<file path="src/hw/rtl/dsac_pkg.sv">
// Shared constants, types and state codes for the dust sample averaging and
// calibration block. Used by every module under hw/rtl; depends on nothing.
`timescale 1ns / 1ps

package dsac_pkg;

    // Averaging window depth (1 to 64)
    localparam int WINDOW = 10;

    localparam int ADC_W  = 12;
    localparam int MV_W   = 13;
    localparam int CONC_W = 9;

    localparam int SUM_W  = $clog2(WINDOW * 4095 + 1);
    localparam int FILL_W = $clog2(WINDOW + 1);
    localparam int SLOT_W = (WINDOW > 1) ? $clog2(WINDOW) : 1;

    // Product and divider width, wide enough for filtered * ref; two bits a cycle
    localparam int DIV_W      = 26;
    localparam int DIV_STEPS  = DIV_W / 2;
    localparam int DIV_CNT_W  = $clog2(DIV_STEPS + 1);

    localparam logic [MV_W-1:0]   ADC_FULL_SCALE = 13'd4095;
    localparam logic [MV_W-1:0]   STEP_UG        = 13'd100;
    localparam logic [CONC_W-1:0] CONC_MAX       = 9'd500;

    localparam int NUM_BREAKS = 6;
    localparam int NUM_SEGS   = NUM_BREAKS - 1;
    localparam int SEG_W      = $clog2(NUM_SEGS);
    localparam int BRK_IDX_W  = $clog2(NUM_BREAKS);

    // Configuration register indexes
    localparam int CFG_IDX_W = 3;
    localparam logic [CFG_IDX_W-1:0] CFG_REF  = 3'd0;
    localparam logic [CFG_IDX_W-1:0] CFG_BRK0 = 3'd1;
    localparam logic [CFG_IDX_W-1:0] CFG_BRK5 = 3'd6;

    localparam logic [MV_W-1:0] REF_RESET = 13'd3300;
    localparam logic [MV_W-1:0] BRK_RESET [NUM_BREAKS] =
        '{13'd950, 13'd1450, 13'd2000, 13'd2650, 13'd3250, 13'd3600};

    typedef enum logic [3:0] {
        ST_IDLE,
        ST_AVG,
        ST_AVG_WAIT,
        ST_MV,
        ST_MV_WAIT,
        ST_SCAN,
        ST_CAL,
        ST_CAL_WAIT,
        ST_OUT
    } t_state;

    typedef struct packed {
        logic             start;
        logic [DIV_W-1:0] dividend;
        logic [MV_W-1:0]  divisor;
    } t_div_req;

endpackage

</file>
<file path="src/hw/rtl/dsac_div.sv">
// Iterative restoring divider shared by the averaging and interpolation
// steps. Retires two quotient bits per cycle. Uses dsac_pkg.
`timescale 1ns / 1ps

module dsac_div (
    input  logic                      i_clk,
    input  logic                      i_rst_n,
    input  dsac_pkg::t_div_req        i_req,
    output logic                      o_done,
    output logic [dsac_pkg::DIV_W-1:0] o_quotient
);

    logic [dsac_pkg::DIV_W-1:0]     r_quo;
    logic [dsac_pkg::MV_W-1:0]      r_rem;
    logic [dsac_pkg::MV_W-1:0]      r_divisor;
    logic [dsac_pkg::DIV_CNT_W-1:0] r_cnt;
    logic                           r_busy;
    logic                           r_done;

    logic [dsac_pkg::DIV_W-1:0]     n_quo;
    logic [dsac_pkg::MV_W-1:0]      n_rem;

    always_comb begin
        logic [dsac_pkg::MV_W:0]    trial;
        logic [dsac_pkg::DIV_W-1:0] quo;
        logic [dsac_pkg::MV_W-1:0]  rem;
        quo = r_quo;
        rem = r_rem;
        for (int k = 0; k < 2; k++) begin
            // shift in the next dividend bit, subtract when it fits
            trial = {rem, quo[dsac_pkg::DIV_W-1]};
            quo   = {quo[dsac_pkg::DIV_W-2:0], 1'b0};
            if (trial >= {1'b0, r_divisor}) begin
                trial  = trial - {1'b0, r_divisor};
                quo[0] = 1'b1;
            end
            rem = trial[dsac_pkg::MV_W-1:0];
        end
        n_quo = quo;
        n_rem = rem;
    end

    always_ff @(posedge i_clk) begin
        if (!i_rst_n) begin
            r_busy <= 1'b0;
            r_done <= 1'b0;
            r_cnt  <= '0;
        end else if (i_req.start) begin
            r_busy <= 1'b1;
            r_done <= 1'b0;
            r_cnt  <= dsac_pkg::DIV_CNT_W'(dsac_pkg::DIV_STEPS);
        end else if (r_busy) begin
            r_cnt <= r_cnt - 1'b1;
            if (r_cnt == dsac_pkg::DIV_CNT_W'(1)) begin
                r_busy <= 1'b0;
                r_done <= 1'b1;
            end
        end else begin
            r_done <= 1'b0;
        end
    end

    always_ff @(posedge i_clk) begin
        if (i_req.start) begin
            r_quo     <= i_req.dividend;
            r_rem     <= '0;
            r_divisor <= i_req.divisor;
        end else if (r_busy) begin
            r_quo <= n_quo;
            r_rem <= n_rem;
        end
    end

    assign o_done     = r_done;
    assign o_quotient = r_quo;

endmodule

</file>
<file path="src/hw/rtl/dsac_window.sv">
// Sample ring with running sum and fill count for the moving average.
// Uses dsac_pkg for the window depth and widths.
`timescale 1ns / 1ps

module dsac_window (
    input  logic                        i_clk,
    input  logic                        i_rst_n,
    input  logic                        i_push,
    input  logic [dsac_pkg::ADC_W-1:0]  i_sample,
    output logic [dsac_pkg::SUM_W-1:0]  o_sum,
    output logic [dsac_pkg::FILL_W-1:0] o_fill
);

    logic [dsac_pkg::ADC_W-1:0]  r_ring [dsac_pkg::WINDOW];
    logic [dsac_pkg::SUM_W-1:0]  r_sum;
    logic [dsac_pkg::SLOT_W-1:0] r_slot;
    logic [dsac_pkg::FILL_W-1:0] r_fill;

    logic [dsac_pkg::SUM_W-1:0]  n_sum;
    logic [dsac_pkg::SLOT_W-1:0] n_slot;

    always_comb begin
        // drop the oldest sample, add the new one
        n_sum = r_sum - dsac_pkg::SUM_W'(r_ring[r_slot])
                      + dsac_pkg::SUM_W'(i_sample);
        if (r_slot == dsac_pkg::SLOT_W'(dsac_pkg::WINDOW - 1)) begin
            n_slot = '0;
        end else begin
            n_slot = r_slot + 1'b1;
        end
    end

    always_ff @(posedge i_clk) begin
        if (!i_rst_n) begin
            for (int i = 0; i < dsac_pkg::WINDOW; i++) begin
                r_ring[i] <= '0;
            end
            r_sum  <= '0;
            r_slot <= '0;
            r_fill <= '0;
        end else if (i_push) begin
            r_ring[r_slot] <= i_sample;
            r_sum          <= n_sum;
            r_slot         <= n_slot;
            if (r_fill != dsac_pkg::FILL_W'(dsac_pkg::WINDOW)) begin
                r_fill <= r_fill + 1'b1;
            end
        end
    end

    assign o_sum  = r_sum;
    assign o_fill = r_fill;

endmodule

</file>
<file path="src/hw/rtl/dust_sample_average_and_calibrate.sv">
// Top level of the dust sample averaging and calibration block: stream
// ports, configuration registers and the sequencer. Uses dsac_pkg,
// dsac_window and dsac_div.
`timescale 1ns / 1ps

// One accepted 12-bit sample produces one result: the truncated moving
// average over the last WINDOW samples (fewer right after reset), that value
// scaled to millivolts against ref_millivolts, and a concentration in ug/m3
// interpolated over the six millivolt breakpoints. An item makes up to two
// passes through the one shared divider, at two quotient bits per cycle, for
// the average and the interpolation; the divide by 4095 for the millivolt
// scaling does not use the divider, as the product is registered in r_prod
// and the folded quotient in r_mv. When the voltage falls outside every
// segment or on a zero-width segment the interpolation pass is skipped.
// s_axis_tready is high only while the sequencer is idle, so a new sample is
// not taken until the last result has been loaded into the output register;
// a finished result waits in the output register while the next sample is
// taken. Configuration writes are taken at any cycle but must be made while
// no sample is in work.
module dust_sample_average_and_calibrate (
    input  logic                                i_clk,
    input  logic                                i_rst_n,
    input  logic                                s_axis_tvalid,
    output logic                                s_axis_tready,
    input  logic [15:0]                         s_axis_tdata,  // [11:0] adc_sample
    output logic                                m_axis_tvalid,
    input  logic                                m_axis_tready,
    // [11:0] filtered_adc, [24:12] voltage_mv, [33:25] concentration_ug
    output logic [39:0]                         m_axis_tdata,
    input  logic                                i_cfg_we,
    input  logic [dsac_pkg::CFG_IDX_W-1:0]      i_cfg_index,
    input  logic [dsac_pkg::MV_W-1:0]           i_cfg_wdata
);

    dsac_pkg::t_state r_state;
    dsac_pkg::t_state n_state;

    logic [dsac_pkg::MV_W-1:0]   r_ref;
    logic [dsac_pkg::MV_W-1:0]   r_brk [dsac_pkg::NUM_BREAKS];

    logic [dsac_pkg::ADC_W-1:0]  r_filt;
    logic [dsac_pkg::DIV_W-1:0]  r_prod;
    logic [dsac_pkg::MV_W-1:0]   r_mv;
    logic [dsac_pkg::CONC_W-1:0] r_conc;
    logic                        r_hit;
    logic [dsac_pkg::SEG_W-1:0]  r_seg;
    logic [dsac_pkg::MV_W-1:0]   r_diff;
    logic [dsac_pkg::MV_W-1:0]   r_span;

    logic                        r_m_valid;
    logic [dsac_pkg::ADC_W-1:0]  r_out_filt;
    logic [dsac_pkg::MV_W-1:0]   r_out_mv;
    logic [dsac_pkg::CONC_W-1:0] r_out_conc;

    logic [dsac_pkg::SUM_W-1:0]  w_sum;
    logic [dsac_pkg::FILL_W-1:0] w_fill;
    logic                        w_div_done;
    logic [dsac_pkg::DIV_W-1:0]  w_quotient;
    dsac_pkg::t_div_req          w_div_req;

    logic                        w_accept;
    logic                        w_out_free;
    logic [dsac_pkg::MV_W-1:0]   w_mul_a;
    logic [dsac_pkg::MV_W-1:0]   w_mul_b;
    logic [dsac_pkg::DIV_W-1:0]  w_product;
    logic                        w_ld_filt;
    logic                        w_ld_prod;
    logic                        w_ld_mv;
    logic                        w_ld_scan;
    logic                        w_ld_conc;
    logic [dsac_pkg::CONC_W-1:0] w_conc_val;
    logic                        w_ld_out;

    logic [dsac_pkg::MV_W-1:0]   w_mv_hi;
    logic [dsac_pkg::ADC_W-1:0]  w_mv_lo;
    logic [dsac_pkg::MV_W:0]     w_mv_fold;
    logic [dsac_pkg::MV_W-1:0]   w_mv_quot;

    logic                        w_scan_hit;
    logic [dsac_pkg::SEG_W-1:0]  w_scan_seg;
    logic [dsac_pkg::MV_W-1:0]   w_scan_diff;
    logic [dsac_pkg::MV_W-1:0]   w_scan_span;
    logic [dsac_pkg::CONC_W-1:0] w_seg_base;

    assign w_accept   = s_axis_tvalid && s_axis_tready;
    assign w_out_free = !r_m_valid || m_axis_tready;
    assign w_product  = dsac_pkg::DIV_W'(w_mul_a) * dsac_pkg::DIV_W'(w_mul_b);
    assign w_seg_base = dsac_pkg::CONC_W'(dsac_pkg::STEP_UG * dsac_pkg::MV_W'(r_seg));

    // Divide the product by 4095: since 4096 = 4095 + 1, fold the high part
    // back onto the low part and correct by at most two
    assign w_mv_hi   = r_prod[dsac_pkg::ADC_W +: dsac_pkg::MV_W];
    assign w_mv_lo   = r_prod[dsac_pkg::ADC_W-1:0];
    assign w_mv_fold = {1'b0, w_mv_hi} + (dsac_pkg::MV_W+1)'(w_mv_lo);

    always_comb begin
        if (w_mv_fold >= {dsac_pkg::ADC_FULL_SCALE, 1'b0}) begin
            w_mv_quot = w_mv_hi + dsac_pkg::MV_W'(2);
        end else if (w_mv_fold >= {1'b0, dsac_pkg::ADC_FULL_SCALE}) begin
            w_mv_quot = w_mv_hi + dsac_pkg::MV_W'(1);
        end else begin
            w_mv_quot = w_mv_hi;
        end
    end

    dsac_window u_window (
        .i_clk    (i_clk),
        .i_rst_n  (i_rst_n),
        .i_push   (w_accept),
        .i_sample (s_axis_tdata[dsac_pkg::ADC_W-1:0]),
        .o_sum    (w_sum),
        .o_fill   (w_fill)
    );

    dsac_div u_div (
        .i_clk      (i_clk),
        .i_rst_n    (i_rst_n),
        .i_req      (w_div_req),
        .o_done     (w_div_done),
        .o_quotient (w_quotient)
    );

    // Configuration registers
    always_ff @(posedge i_clk) begin
        if (!i_rst_n) begin
            r_ref <= dsac_pkg::REF_RESET;
            for (int i = 0; i < dsac_pkg::NUM_BREAKS; i++) begin
                r_brk[i] <= dsac_pkg::BRK_RESET[i];
            end
        end else if (i_cfg_we) begin
            if (i_cfg_index == dsac_pkg::CFG_REF) begin
                r_ref <= i_cfg_wdata;
            end else if (i_cfg_index >= dsac_pkg::CFG_BRK0 &&
                         i_cfg_index <= dsac_pkg::CFG_BRK5) begin
                r_brk[dsac_pkg::BRK_IDX_W'(i_cfg_index - dsac_pkg::CFG_BRK0)] <= i_cfg_wdata;
            end
        end
    end

    // Segment search: all segments compared at once, first match wins
    always_comb begin
        logic [dsac_pkg::NUM_SEGS-1:0] match;
        logic                          seen;
        match       = '0;
        seen        = 1'b0;
        w_scan_seg  = '0;
        w_scan_diff = '0;
        w_scan_span = '0;
        for (int i = 0; i < dsac_pkg::NUM_SEGS; i++) begin
            match[i] = (r_mv >= r_brk[i]) && (r_mv <= r_brk[i+1]);
            if (match[i] && !seen) begin
                w_scan_seg  = dsac_pkg::SEG_W'(i);
                w_scan_diff = r_mv - r_brk[i];
                w_scan_span = r_brk[i+1] - r_brk[i];
            end
            seen = seen || match[i];
        end
        w_scan_hit = seen;
    end

    // Next state
    always_comb begin
        n_state = r_state;
        case (r_state)
            dsac_pkg::ST_IDLE:     if (w_accept) n_state = dsac_pkg::ST_AVG;
            dsac_pkg::ST_AVG:      n_state = dsac_pkg::ST_AVG_WAIT;
            dsac_pkg::ST_AVG_WAIT: if (w_div_done) n_state = dsac_pkg::ST_MV;
            dsac_pkg::ST_MV:       n_state = dsac_pkg::ST_MV_WAIT;
            dsac_pkg::ST_MV_WAIT:  n_state = dsac_pkg::ST_SCAN;
            dsac_pkg::ST_SCAN:     n_state = dsac_pkg::ST_CAL;
            dsac_pkg::ST_CAL: begin
                if (r_hit && r_span != '0) begin
                    n_state = dsac_pkg::ST_CAL_WAIT;
                end else begin
                    n_state = dsac_pkg::ST_OUT;
                end
            end
            dsac_pkg::ST_CAL_WAIT: if (w_div_done) n_state = dsac_pkg::ST_OUT;
            dsac_pkg::ST_OUT:      if (w_out_free) n_state = dsac_pkg::ST_IDLE;
            default:               n_state = dsac_pkg::ST_IDLE;
        endcase
    end

    // Sequencer outputs
    always_comb begin
        s_axis_tready      = 1'b0;
        w_div_req.start    = 1'b0;
        w_div_req.dividend = w_product;
        w_div_req.divisor  = r_span;
        w_mul_a            = dsac_pkg::MV_W'(r_filt);
        w_mul_b            = r_ref;
        w_ld_filt          = 1'b0;
        w_ld_prod          = 1'b0;
        w_ld_mv            = 1'b0;
        w_ld_scan          = 1'b0;
        w_ld_conc          = 1'b0;
        w_conc_val         = '0;
        w_ld_out           = 1'b0;
        case (r_state)
            dsac_pkg::ST_IDLE: begin
                s_axis_tready = 1'b1;
            end
            dsac_pkg::ST_AVG: begin
                w_div_req.start    = 1'b1;
                w_div_req.dividend = dsac_pkg::DIV_W'(w_sum);
                w_div_req.divisor  = dsac_pkg::MV_W'(w_fill);
            end
            dsac_pkg::ST_AVG_WAIT: begin
                w_ld_filt = w_div_done;
            end
            dsac_pkg::ST_MV: begin
                w_ld_prod = 1'b1;
            end
            dsac_pkg::ST_MV_WAIT: begin
                w_ld_mv = 1'b1;
            end
            dsac_pkg::ST_SCAN: begin
                w_ld_scan = 1'b1;
            end
            dsac_pkg::ST_CAL: begin
                w_mul_a = r_diff;
                w_mul_b = dsac_pkg::STEP_UG;
                if (!r_hit) begin
                    w_ld_conc = 1'b1;
                    // above the last breakpoint and not below the first saturates, anything else reads zero
                    if (r_mv > r_brk[dsac_pkg::NUM_BREAKS-1] && r_mv >= r_brk[0]) begin
                        w_conc_val = dsac_pkg::CONC_MAX;
                    end
                end else if (r_span == '0) begin
                    w_ld_conc  = 1'b1;
                    w_conc_val = w_seg_base;
                end else begin
                    w_div_req.start   = 1'b1;
                    w_div_req.divisor = r_span;
                end
            end
            dsac_pkg::ST_CAL_WAIT: begin
                w_ld_conc  = w_div_done;
                w_conc_val = w_seg_base + dsac_pkg::CONC_W'(w_quotient);
            end
            dsac_pkg::ST_OUT: begin
                w_ld_out = w_out_free;
            end
            default: begin
                s_axis_tready = 1'b0;
            end
        endcase
    end

    always_ff @(posedge i_clk) begin
        if (!i_rst_n) begin
            r_state <= dsac_pkg::ST_IDLE;
        end else begin
            r_state <= n_state;
        end
    end

    always_ff @(posedge i_clk) begin
        if (w_ld_filt) r_filt <= w_quotient[dsac_pkg::ADC_W-1:0];
        if (w_ld_prod) r_prod <= w_product;
        if (w_ld_mv)   r_mv   <= w_mv_quot;
        if (w_ld_scan) begin
            r_hit  <= w_scan_hit;
            r_seg  <= w_scan_seg;
            r_diff <= w_scan_diff;
            r_span <= w_scan_span;
        end
        if (w_ld_conc) r_conc <= w_conc_val;
    end

    // Output register: hold the result until the sink takes it
    always_ff @(posedge i_clk) begin
        if (!i_rst_n) begin
            r_m_valid <= 1'b0;
        end else if (w_ld_out) begin
            r_m_valid <= 1'b1;
        end else if (m_axis_tready) begin
            r_m_valid <= 1'b0;
        end
    end

    always_ff @(posedge i_clk) begin
        if (w_ld_out) begin
            r_out_filt <= r_filt;
            r_out_mv   <= r_mv;
            r_out_conc <= r_conc;
        end
    end

    assign m_axis_tvalid = r_m_valid;
    assign m_axis_tdata  = {6'b0, r_out_conc, r_out_mv, r_out_filt};

`ifndef SYNTHESIS
    a_accept_starts_avg: assert property (@(posedge i_clk) disable iff (!i_rst_n)
        w_accept |=> (r_state == dsac_pkg::ST_AVG))
        else $error("accepted sample did not start the average step");

    a_fill_nonzero: assert property (@(posedge i_clk) disable iff (!i_rst_n)
        (r_state == dsac_pkg::ST_AVG) |-> (w_fill != '0))
        else $error("average started with an empty window");

    a_done_in_wait: assert property (@(posedge i_clk) disable iff (!i_rst_n)
        w_div_done |-> (r_state == dsac_pkg::ST_AVG_WAIT ||
                        r_state == dsac_pkg::ST_CAL_WAIT))
        else $error("divider finished outside a wait state");

    a_conc_range: assert property (@(posedge i_clk) disable iff (!i_rst_n)
        m_axis_tvalid |-> (r_out_conc <= dsac_pkg::CONC_MAX))
        else $error("concentration above full scale");
`endif

endmodule

</file>
<file path="config.mk">
export PLATFORM = sky130hd
export DESIGN_NAME = dust_sample_average_and_calibrate
export DESIGN_NICKNAME = d
export VERILOG_FILES = /design/src/hw/rtl/dsac_pkg.sv /design/src/hw/rtl/dsac_div.sv /design/src/hw/rtl/dsac_window.sv /design/src/hw/rtl/dust_sample_average_and_calibrate.sv
export SDC_FILE = /design/constraint.sdc
export NUM_CORES = 1
export LEC_CHECK = 0
export BUFFER_PORTS_ARGS = -buffer_cell sky130_fd_sc_hd__buf_2
export CAP_MARGIN = 20
export CORE_ASPECT_RATIO = 0.5
export CORE_MARGIN = 1
export CORE_UTILIZATION = 30
export CTS_CLUSTER_DIAMETER = 80
export DETAILED_ROUTE_END_ITERATION = 7
export MAX_ROUTING_LAYER = met4
export PLACE_DENSITY = 0.43
export REMOVE_ABC_BUFFERS = 1
export SETUP_SLACK_MARGIN = 0.1
export SYNTH_ARGS = -nofsm -noshare
export SYNTH_HDL_FRONTEND = slang
export SYNTH_SLANG_ARGS = --single-unit
export TNS_END_PERCENT = 1
</file>
<file path="constraint.sdc">
create_clock -name i_clk -period 6.98 [get_ports i_clk]
set_input_delay 1.396 -clock i_clk [delete_from_list [all_inputs] [get_ports i_clk]]
set_output_delay 1.396 -clock i_clk [all_outputs]
set_load 0.05 [all_outputs]
</file>
==> results.toml, run 1 <==
[critical_path]
crit_type = "reg2reg"
crit_top_cell = "fa_1"
worstPathArrival_ns = 7.05
worst-endpoint-required_ns = 7.37
critPathMaxFanout = 12
crit_start = "r_state[2]"
cp.depth = 28
max_stage_delay_ns = 0.54
crit_end = "u_div.o_quotient[25]"
slowest_stage = "fa_1"
crit_buf_inv = 10
critPathCaptureType = "flip-flop"
start_kind = "flip-flop"
worst-r2r-cell-count = 28
rrSetupSlack_ns = 0.32
r2r-start = "r_state[2]"
path_delay_family = "adder cells"
critical_path.reg2reg.endpoint = "u_div.o_quotient[25]"

[min_path]
hold_class = "reg2reg"

[global_route]
grtUsageMet1_pct = 27.9
grt_max_degree = 52
grt.busiest_layer = "met2"
antenna_found_initial = 4
grt_use_met3_pct = 2.18
grt_use_total_pct = 19.0
grt_pass1_wl_um = 161000
grt_util_met2_pct = 28.4
grt_pass1_vias = 25100
gr-total-overflow = 0

[placement]
gp_congestion = 0.947
dpl.hpwl_um = 85400
placed_cell_area_um2 = 37200
portBuffers = 68
dp.cells = 4880

[die]
die_area_um2 = 117000
die_w_um = 482
start_util_pct = 30.5
core_area_um2 = 114000
rows = 87
die_h_um = 242
num_io_pins = 79

[pwr]
power_density_nw_per_um2 = 386
power_mw = 15.2
p_leak_nw = 16.3
peakVddDrop_uv = 219

[synth]
synth_edf_count = 432
ys_types = 84
synth-async-reset-ratio_pct = 0
synth_ff_type = "edfxtp_1"
synth-warning-count = 0
synth_area_per_cell_um2 = 10.5
synthesis.area_um2 = 34600
synth_seq_cells = 497
syn_inst = 3310
ys_seq_area_share_pct = 41.2

[cts]
clk_latency_ns = 0.68
htree_levels = 2
cts_buffer_depth = 3
cts_num_sinks = 497
cts_root_buf = "clkbuf_16"
cts_made_buffers = 55
cts_hold_buf = 0
clk_pin_slew_ns = 0.07
tritoncts = "yes"

[final_layout]
final_cell_area_um2 = 39300
nets = 3899
fin_util_pct = 34.6
synthToLayoutAreaGrowth_pct = 13.5
stdcell_count = 4998
final_cell_mix = "edfxtp_1, inv_1, nand2_1"
drive_above_1_share_pct = 10.9
fill_cells = 11500
final_common_cell = "edfxtp_1"

[timing]
finalSetupViolCount = 0
tns_ns = 0
rsz0062_at_grt = "false"
hold_viol_final = 0
finalMaxSlewViolations = 0
slew_headroom_pct = 27.3
finClkSkew_ns = 0.0441
period_minus_slack_ns = 6.66
tightestPinTransition_ns = 1.08
max_freq_ghz = 0.150
finalCritPeriodShare_pct = 95.4

[drt]
wire_per_inst_um = 21.8
avgViaCountPerCell = 5.03
detail-route-antenna-nets = 0
wl_um = 109000
remaining_drc_errors = 0
drt_iter0_drc = 1783
vias = 25100
dr.pass1.iters = 6

[flow_run]
maxCapViolations = 0

[outcome]
outcome = "finished clean"
==> worst min-delay path by stage <==
stage,start,endpoint,cells after the start
after floorplan,r_conc[0],r_out_conc[0],0
after global placement,r_conc[2],r_out_conc[2],0
after detailed placement,r_conc[5],r_out_conc[5],0
after CTS,r_conc[3],r_out_conc[3],0
after global routing,r_conc[3],r_out_conc[3],0
final,r_conc[5],r_out_conc[5],0
==> through the flow <==
stage	hold WS [ns]	setup WS, ns
4_1_cts	0.428	0.0945
2_1_floorplan	0.400	-1.36
3_3_place_gp	0.408	0.0702
3_5_place_dp	0.409	0.0274
6_report	0.424	0.319
5_1_grt	0.429	0.0307
==> flip-flops by register name, indices dropped and copies added, names as in the netlist, 3 cells and up, named ones only <==
signal	count
r_brk	78
r_conc	9
r_diff	13
r_filt	12
r_mv	13
r_out_conc	9
r_out_filt	12
r_out_mv	13
r_prod	25
r_ref	13
r_seg	3
r_span	13
r_state	4
u_div.o_quotient	26
u_div.r_cnt	4
u_div.r_divisor	13
u_div.r_rem	13
u_window.o_fill	4
u_window.o_sum	16
u_window.r_ring	192
u_window.r_slot	4
==> metal layers <==
layer  wire length (µm)  up-vias  part of all wire (%)
met3               4850       95                   4.4
li1                   -    11900                     -
met4               1730        0                   1.6
met5                  0        -                     0
met2              47600      524                    44
met1              54900    12600                    50
==> cells by family after synthesis <==
kind of cell	share of synthesized area (%)
adders and majority gates	18.7
AOI/OAI and AO/OA	11.9
and+or+nand+nor	13.2
buffers and inverters	5.82
muxes	4.44
DFF	41.2
other	0.0217
xor gates and xnor gates	4.73
==> report_power, final <==
group	internal, mW	total (mW)	switching [mW]	leakage [nW]
clock network	1.65	3.02	1.37	0.878
registers	3.87	4.26	0.390	4.67
logic	3.25	7.91	4.65	10.8
total	8.76	15.2	6.42	16.3
==> cell type report <==
type                            instances  area (µm²)  share of cell area (%)
Clock inverter                         42         427                    1.09
Timing Repair Buffer                  171        1200                    3.06
Multi-Input combinational cell       2301       18500                    47.2
Tap cell                             1513        1890                    4.82
Sequential cell                       497       14300                    36.3
Antenna cell                            5        12.5                  0.0318
Clock buffer                           62        1420                    3.62
Inverter                              407        1530                    3.89
==> Yosys cell counts (31+ instances only) <==
| cell type | n | area (µm²) |
|---|---|---|
| a21o_1 | 62 | 465 |
| a21oi_1 | 148 | 741 |
| a22oi_1 | 31 | 233 |
| and2_1 | 45 | 282 |
| and3_1 | 74 | 463 |
| clkbuf_1 | 94 | 353 |
| dfxtp_1 | 65 | 1300 |
| edfxtp_1 | 432 | 13000 |
| fa_1 | 147 | 2940 |
| ha_1 | 282 | 3530 |
| inv_1 | 405 | 1520 |
| mux4_2 | 60 | 1350 |
| nand2_1 | 324 | 1220 |
| nand2b_1 | 31 | 194 |
| nand3_1 | 58 | 290 |
| nor2_1 | 269 | 1010 |
| nor2b_1 | 44 | 275 |
| nor3_1 | 52 | 260 |
| o21a_1 | 33 | 248 |
| o21ai_0 | 113 | 566 |
| xnor2_1 | 122 | 1070 |
| xor2_1 | 65 | 569 |
==> timing repair <==
item	in CTS	in global routing
setup buffers	0	7
gates cloned	0	2
setup endpoints to repair	2	4
pin swaps	1	9
gates resized for setup	3	28
==> worst register-to-register path, delay by kind of cell (launching register included) <==
| kind | cells | cell delay, ns |
|---|---|---|
| adder cells (fa/ha/maj) | 6 | 2.71 |
| AND/OR/NAND/NOR | 4 | 0.58 |
| AO/OA/AOI/OAI | 7 | 1.51 |
| flip-flops | 1 | 0.36 |
| XOR/XNOR | 1 | 0.15 |
| buffers and inverters | 10 | 1.07 |
Power figures use the tool's default switching activity.
==> run 2: changes to the inputs <==
--- a/config.mk
+++ b/config.mk
@@ -5,6 +5,7 @@
 export SDC_FILE = /design/constraint.sdc
 export NUM_CORES = 1
 export LEC_CHECK = 0
+export ABC_AREA = 1
 export BUFFER_PORTS_ARGS = -buffer_cell sky130_fd_sc_hd__buf_2
 export CAP_MARGIN = 20
 export CORE_ASPECT_RATIO = 0.5
==> run 2 against run 1 <==
  * Clock skew increased by 0.026 ns
  * Synthesized area increased by 9.4%
  * Fmax increased by 5.7%
  * Sequential share of layout area decreased by 2.3 points
  * First-iteration DRC count increased by 26%
  * Core utilization decreased by 0.88 points
  * Combinational power decreased by 19%
  * Register-to-register slack improved by 0.36 ns
  * Clock power about the same
  * Cell area increased by 6.6%
  * Synthesized cell count increased by 37%
  * Die area increased by 9.4%
==> results.toml, run 2 <==
[critical_path]
rrSetupSlack_ns = 0.68
worst-r2r-cell-count = 25
start_kind = "flip-flop"
critPathMaxFanout = 27
critPathCaptureType = "flip-flop"
crit_type = "reg2reg"
worst-endpoint-required_ns = 7.40
worstPathArrival_ns = 6.72

[cts]
cts_hold_buf = 0
clk_latency_ns = 0.69
cts_buffer_depth = 3
postCtsSetupRepairBufs = 0
clk_pin_slew_ns = 0.07
cts_root_buf = "clkbuf_16"
htree_levels = 2
tritoncts = "yes"
cts_num_sinks = 497
cts_made_buffers = 54
cts_resized = 0

[synth]
synth_top_cell_area_share_pct = 34.2
synth-warning-count = 0
synth_top_area_cell = "edfxtp_1"
synth_edf_count = 432
synth-async-reset-ratio_pct = 0
synth_area_leaders = "edfxtp_1, ha_1, nand2_1"
synthesis.area_um2 = 37900
ys_seq_area_share_pct = 37.7
ys_types = 64
ys_top_cells_by_count = "nand2_1, inv_1, nor2_1"
synth_seq_cells = 497
synth_area_per_cell_um2 = 8.37
syn_inst = 4525
synth_most_common_cell = "nand2_1"
synth_ff_type = "edfxtp_1"

[die]
die_w_um = 505
num_io_pins = 79
die_h_um = 253
core_area_um2 = 124000
die_area_um2 = 128000
start_util_pct = 30.5
rows = 91

[final_layout]
final_cell_mix = "nand2_1, inv_1, nor2_1"
synthToLayoutAreaGrowth_pct = 10.6
drive_above_1_share_pct = 6.48
fill_cells = 13100
nets = 5065
final_common_cell = "nand2_1"
regMostFlops = "u_window.r_ring"
largest_register_ffs = 192
stdcell_count = 6320

[pwr]
p_leak_nw = 19.0
p_switching_mw = 5.91
p_clk_share_pct = 22.4
p_int_mw = 7.46
pwr-share-comb_pct = 47.8
seqPwrFrac_pct = 29.9
swShare_pct = 44.2
peakVddDrop_uv = 190
power_density_nw_per_um2 = 319

[timing]
period_minus_slack_ns = 6.30
finalCritPeriodShare_pct = 90.3
rsz0062_at_grt = "false"
tns_ns = 0
tightestPinTransition_ns = 1.02
hold_viol_final = 0
max_freq_ghz = 0.159
hold_slack_ns = 0.422
finalMaxSlewViolations = 0
finClkSkew_ns = 0.0703
finalSetupViolCount = 0
slew_headroom_pct = 31.5

[global_route]
antenna_found_initial = 5
gr-total-overflow = 0
grt_pass1_vias = 29600
grt_use_total_pct = 20.2
grtUsageMet1_pct = 28.8
grt_pass1_wl_um = 188000
grt_max_degree = 79
grt_util_met2_pct = 30.2
grt_use_met3_pct = 2.71
grt.busiest_layer = "met2"

[min_path]
whs_path_depth = 0
hold_class = "reg2reg"

[drt]
wire_per_inst_um = 20.1
vias = 30500
avgViaCountPerCell = 4.82
remaining_drc_errors = 0
drt_iter0_drc = 2238
detail-route-antenna-nets = 0
wl_um = 127000
dr.pass1.iters = 5

[placement]
dpl.hpwl_um = 99400
gp_congestion = 0.909
dp.cells = 6216
portBuffers = 68

[flow_run]
maxCapViolations = 0

[outcome]
outcome = "finished clean"
[run 2: cell types whose count changed in the layout (fill, tap and decap cells not counted), sizes merged, moves of 50 or more]
cell    change
a21oi      +95
and3       -74
buf        -57
inv       +393
mux4       -60
nand2     +591
nand3     +217
nand4      +59
nor2      +216
o211ai     +50
o21ai      +83
xnor2      -63
[run 2: kinds of logic (layout without fill, tap and decap cells)]
family	after synthesis	in the layout	synth area share, %
AOI/OAI and AO/OA	608	608	9.16
xor gates and xnor gates	164	164	3.79
adders and majority gates	429	429	17.1
buffers and inverters	915	1020	9.64
DFF	497	497	37.7
muxes	48	48	1.27
other	2	18	0.0198
and+or+nand+nor	1862	1862	21.4
[run 2: metal layers]
metal	wire length, µm	part of all wire (%)
met1	63500	50
met2	55000	43
met3	6110	4.8
met4	2750	2.2
met5	0	0
[run 2: final cells by class]
class / count / area (µm²) / share of cell area (%)
timing repair buffer: 112 / 683 / 1.63
inverter: 807 / 3030 / 7.24
tap: 1674 / 2090 / 5.00
sequential: 497 / 14300 / 34.1
clock inverter: 38 / 378 / 0.901
antenna: 2 / 5.00 / 0.0119
multi-input combinational: 3127 / 20100 / 47.9
clock buffer: 63 / 1390 / 3.30
[run 2: critical path, stage by stage (launching register included)]
cell and delay (ns):
dfxtp_1 0.39, nor2_1 0.10, nand2_1 0.15, buf_4 0.32, nand2_1 0.25, inv_1 0.31
nand2_1 0.13, fa_1 0.51, inv_1 0.05, fa_1 0.47, fa_1 0.52, fa_1 0.55
inv_1 0.06, fa_1 0.57, inv_1 0.05, ha_1 0.39, nand2_1 0.10, inv_1 0.08
nand3_1 0.09, nor3_1 0.23, o21ai_0 0.20, nand3_1 0.13, nand2_1 0.05, and2_1 0.18
nand2_1 0.08, nand2_1 0.07
[run 2: final timing paths]
path,from,to
worst max-delay path,r_state[3],u_div.o_quotient[24]
worst min-delay path,r_conc[6],r_out_conc[6]
worst max register to register,r_state[3],u_div.o_quotient[24]
worst min register to register,r_conc[6],r_out_conc[6]
[run 2: through the flow]
step	total power [mW]	utilization (%)	worst slack, ns	area [µm²]
after global routing	14.4	33.7	0.301	41900
final	13.4	33.7	0.678	41900
after CTS	13.5	33.7	0.726	41900
after detailed placement	10.4	32.3	0.781	40100
after floorplan	8.49	-	1.12	37300
after global placement	10.4	32.3	0.762	40100
[run 2: power groups by stage]
stage	Clock, mW	Combinational [mW]	Sequential [mW]
global placement	0	6.36	4.05
floorplan	0	4.52	3.97
global route	3.18	7.19	4.03
detailed placement	0	6.36	4.05
CTS	3.08	6.41	3.99
finish	2.99	6.38	3.99
